`src/ptm_pkg.sv`:
```
package ptm_pkg;

   // Default geometry
   localparam int NUM_PAGES_DEF        = 16;
   localparam int PAGE_OFFSET_BITS_DEF = 8;
   localparam int WORD_BITS_DEF        = 16;

   // Field widths of the channels
   localparam int OP_BITS     = 2;
   localparam int TASK_BITS   = 8;
   localparam int ADDR_BITS   = 16;
   localparam int DATA_BITS   = 16;
   localparam int LPAGE_BITS  = 8;
   localparam int PHYS_BITS   = 4;
   localparam int STATUS_BITS = 2;

   // Operation codes
   localparam logic [OP_BITS-1:0] OP_READ  = 2'd0;
   localparam logic [OP_BITS-1:0] OP_WRITE = 2'd1;
   localparam logic [OP_BITS-1:0] OP_ALLOC = 2'd2;

   // Status codes
   localparam logic [STATUS_BITS-1:0] ST_OK        = 2'd0;
   localparam logic [STATUS_BITS-1:0] ST_FAULT     = 2'd1;
   localparam logic [STATUS_BITS-1:0] ST_EXHAUSTED = 2'd2;

   typedef struct packed {
      logic [OP_BITS-1:0]    operation;
      logic [TASK_BITS-1:0]  task_id;
      logic [ADDR_BITS-1:0]  address;
      logic [DATA_BITS-1:0]  write_value;
      logic [LPAGE_BITS-1:0] logical_page;
   } req_type;

   typedef struct packed {
      logic [DATA_BITS-1:0]   read_value;
      logic [PHYS_BITS-1:0]   physical_page;
      logic [STATUS_BITS-1:0] status;
   } rsp_type;

   // Controller to datapath commands
   typedef struct packed {
      logic load_req;
      logic exec;
      logic load_rsp;
   } cmd_type;

endpackage

```
`src/ptm_ctl.sv`:
```
module ptm_ctl (
   input  logic              clock,
   input  logic              reset,
   input  logic              req_valid,
   output logic              req_stall,
   output logic              rsp_valid,
   input  logic              rsp_stall,
   output ptm_pkg::cmd_type  cmd
);

   localparam logic [1:0] S_IDLE = 2'd0;
   localparam logic [1:0] S_LOOK = 2'd1;
   localparam logic [1:0] S_DONE = 2'd2;

   logic [1:0] state_ff;
   logic [1:0] state_in;
   logic       rsp_valid_ff;
   logic       rsp_valid_in;
   logic       out_free;
   logic       can_take;
   logic       take;

   // Output register frees up when empty or drained this cycle
   assign out_free = !rsp_valid_ff || !rsp_stall;
   assign can_take = (state_ff == S_IDLE) || ((state_ff == S_DONE) && out_free);
   assign take     = req_valid && can_take;

   assign req_stall    = !can_take;
   assign rsp_valid    = rsp_valid_ff;
   assign cmd.load_req = take;
   assign cmd.exec     = (state_ff == S_LOOK);
   assign cmd.load_rsp = (state_ff == S_DONE) && out_free;

   // Sequence: register request, look up and access, deliver
   always_comb begin
      state_in = state_ff;
      case (state_ff)
         S_IDLE: begin
            if (take) state_in = S_LOOK;
         end
         S_LOOK: begin
            state_in = S_DONE;
         end
         S_DONE: begin
            if (out_free) state_in = take ? S_LOOK : S_IDLE;
         end
         default: begin
            state_in = S_IDLE;
         end
      endcase
   end

   // Hold the result until its transfer
   always_comb begin
      if (cmd.load_rsp) begin
         rsp_valid_in = 1'b1;
      end else if (rsp_valid_ff && !rsp_stall) begin
         rsp_valid_in = 1'b0;
      end else begin
         rsp_valid_in = rsp_valid_ff;
      end
   end

   always_ff @(posedge clock) begin
      if (reset) begin
         state_ff     <= S_IDLE;
         rsp_valid_ff <= 1'b0;
      end else begin
         state_ff     <= state_in;
         rsp_valid_ff <= rsp_valid_in;
      end
   end

endmodule

```
`config.mk`:
```
export PLATFORM = sky130hd
export DESIGN_NAME = ptm_ctl
export DESIGN_NICKNAME = d
export VERILOG_FILES = /design/src/ptm_pkg.sv /design/src/ptm_ctl.sv
export SDC_FILE = /design/constraint.sdc
export NUM_CORES = 1
export LEC_CHECK = 0
export BUFFER_PORTS_ARGS = -buffer_cell sky130_fd_sc_hd__buf_2
export CAP_MARGIN = 15
export CORE_AREA = 2 2 39 41
export DETAILED_ROUTE_END_ITERATION = 12
export DIE_AREA = 0 0 41 43
export MAX_ROUTING_LAYER = met4
export PLACE_DENSITY = 0.37
export SLEW_MARGIN = 30
export SYNTH_ARGS = -nofsm -noshare
export SYNTH_HDL_FRONTEND = slang
export SYNTH_SLANG_ARGS = --single-unit
```
`constraint.sdc`:
```
create_clock -name clock -period 1.3 [get_ports clock]
set_input_delay 0 -clock clock [delete_from_list [all_inputs] [get_ports clock]]
set_output_delay 0 -clock clock [all_outputs]
set_load 0.005 [all_outputs]
```
==> results.txt <==
Status - finished, final reports clean
Worst min-delay path category - input pin to register
Share of layout cells above drive strength 1 - 0.464
Syn avg cell area - 9.25 um2
Cells on worst reg2reg path - 2
R2R Path End - state_ff[0]$_SDFFE_PP0P_
Slowest-stage cell, CP - dfxtp_1
Vias in the first global route - 139
Die area - 1760 um2
DIE HEIGHT - 43 um
CP endpoint kind - output port
# Max-Cap Violations - 0
Starting Density - 0.120
Placed cell count - 39
CORE AREA - 1380 um2
Routability congestion estimate from global placement - 0.534
CP peak stage delay - 0.33 ns
Setup TNS - 0 ns
CP required - 1.30 ns
Crit Path Max Fanout - 5
Final Setup Violations - 0
Reg2reg setup slack - 0.52 ns
Max-slew violations - 0
Clk_lat worst skew - 0.23 ns
Total wire length - 315 um
TritonCTS Buffers - 3
CP Launch Type - register
Final min period - 1.05 ns
Worst slew margin - 0.881
Nets - 33
Area Overhead vs Synth - 44.4%
Commonest cells after routing, fill and taps aside - buf_2, a21oi_1, clkbuf_4, dfxtp_1, nand2b_1
H-tree depth - 1
Area after DPL - 204 um2
Syn Nets - 22
Vias per cell - 3.50
Skew final - 0.00256 ns
Pwr per Cell Area - 1200 nW/um2
Cells after synthesis - 18
Clk buf depth - 2
Sink Count - 3
Least-Margin Pin Slew - 0.178 ns
Max Freq - 955 MHz
Largest net degree at the start of global routing - 7
Worst r2r src - rsp_valid$_SDFFE_PP0P_
Tcrit/Tclk final - 0.806
Clock Pin Slew Worst Setup and Hold Paths - 0.04 ns
WL/cell - 7.16 um
Filler-free cell count of the finished design - 44
Yosys warnings - 0
Post-route DRC - 0
Crit Path Category - register to output port
Post-synthesis instance area - 166 um2
Fin. Hold Viols - 0
Via count - 154
Post-CTS Setup Repair Bufs - 0
Initial detailed-routing violation count - 3
Antenna violation net count after detailed routing - 0
Cell variety after synth - 11
Critical path endpoint - req_stall
First-pass GRT wire length - 503 um
GRT Residual Overflow - 0
Detailed Routing Iterations Pass 1 - 2
GR Util All Layers - 0.0503
I/O pins - 9
RSZ-0062 raised after global routing - false
Clk root buf - clkbuf_4
Antenna cells - 0
Crit path arrival time - 1.05 ns
Sequential fraction of the synthesis area - 0.361
Die X - 41 um
Most common cell after layout, fill and taps aside - buf_2
I/O Buffers - 8
Worst path cell trace - and3_4 -> or2_1 -> buf_2
Design Area, Final - 240 um2
TritonCTS clock tree - done
Leakage - 0.112 nW
Initial antenna violation count - 0
Maximum vdd drop - 0.217 mV
Register bit total from synthesis - 3
CP startpoint - rsp_valid$_SDFFE_PP0P_
Row count - 14
## layout make-up
type / instances / area [um2]
inverter: 1 / 3.75
timing repair buffer: 9 / 50.0
tap: 16 / 20.0
multi-input combinational: 11 / 80.1
sequential: 3 / 60.1
fill: 155 / 1140
clock buffer: 4 / 26.3
## state kept, by name (all words and copies together) (netlist names)
name,flops
state_ff,2
rsp_valid,1
## Yosys cell counts, drive strengths merged
cell type	instances	area share
a21oi	3	0.090
and3	1	0.068
buf	3	0.14
dfxtp	3	0.36
inv	1	0.023
nand2	1	0.023
nand2b	2	0.075
nand4b	1	0.053
nor3b	1	0.045
nor4b	1	0.090
or2	1	0.038
## where the power goes
part           switching [mW]  internal (mW)
registers             0.00474         0.0968
logic                  0.0116         0.0175
clock network          0.0431          0.115
total                  0.0594          0.229
## through the flow
step                      hold slack, ns  utilization  total power, mW  setup slack, ns
after floorplan                   0.0691            -            0.121            0.523
after global placement             0.214        0.147            0.130            0.506
after detailed placement           0.209        0.147            0.130            0.491
after CTS                         0.0468        0.174            0.296            0.242
after global routing              0.0517        0.174            0.310            0.200
final                             0.0502        0.174            0.288            0.253
## cell families after synthesis
group | after synthesis | synth area share
AO/OA/AOI/OAI | 3 | 0.0902
AND/OR/NAND/NOR | 8 | 0.391
flip-flops | 3 | 0.361
buffers and inverters | 4 | 0.158
## routing by layer
layer,share of wire,track usage
met5,0,-
met1,0.42,0.0479
met2,0.46,0.0500
met4,0,0.0600
met3,0.12,0.0471
## timing repair
item | 4_1_cts | 5_1_grt
gates resized for setup | 0 | 0
hold buffers | 1 | 0
endpoints found under the hold margin | 3 | 0
## worst max-delay path: cells and delay by family, from the launching register on
| family | cells | cell delay (ns) |
|---|---|---|
| buf+inv | 1 | 0.12 |
| simple gates | 2 | 0.37 |
| flops | 1 | 0.33 |
## worst min path at each step
stage              start                      to  slack, ns  depth (start not counted)
4_1_cts        rsp_stall  rsp_valid$_SDFFE_PP0P_       0.05                          3
5_1_grt        rsp_stall  rsp_valid$_SDFFE_PP0P_       0.05                          3
2_1_floorplan      reset  rsp_valid$_SDFFE_PP0P_       0.07                          1
3_3_place_gp       reset  rsp_valid$_SDFFE_PP0P_       0.21                          2
3_5_place_dp       reset  rsp_valid$_SDFFE_PP0P_       0.21                          2
6_report       rsp_stall  rsp_valid$_SDFFE_PP0P_       0.05                          3
Note: power is estimated with default switching activity, not from simulation.
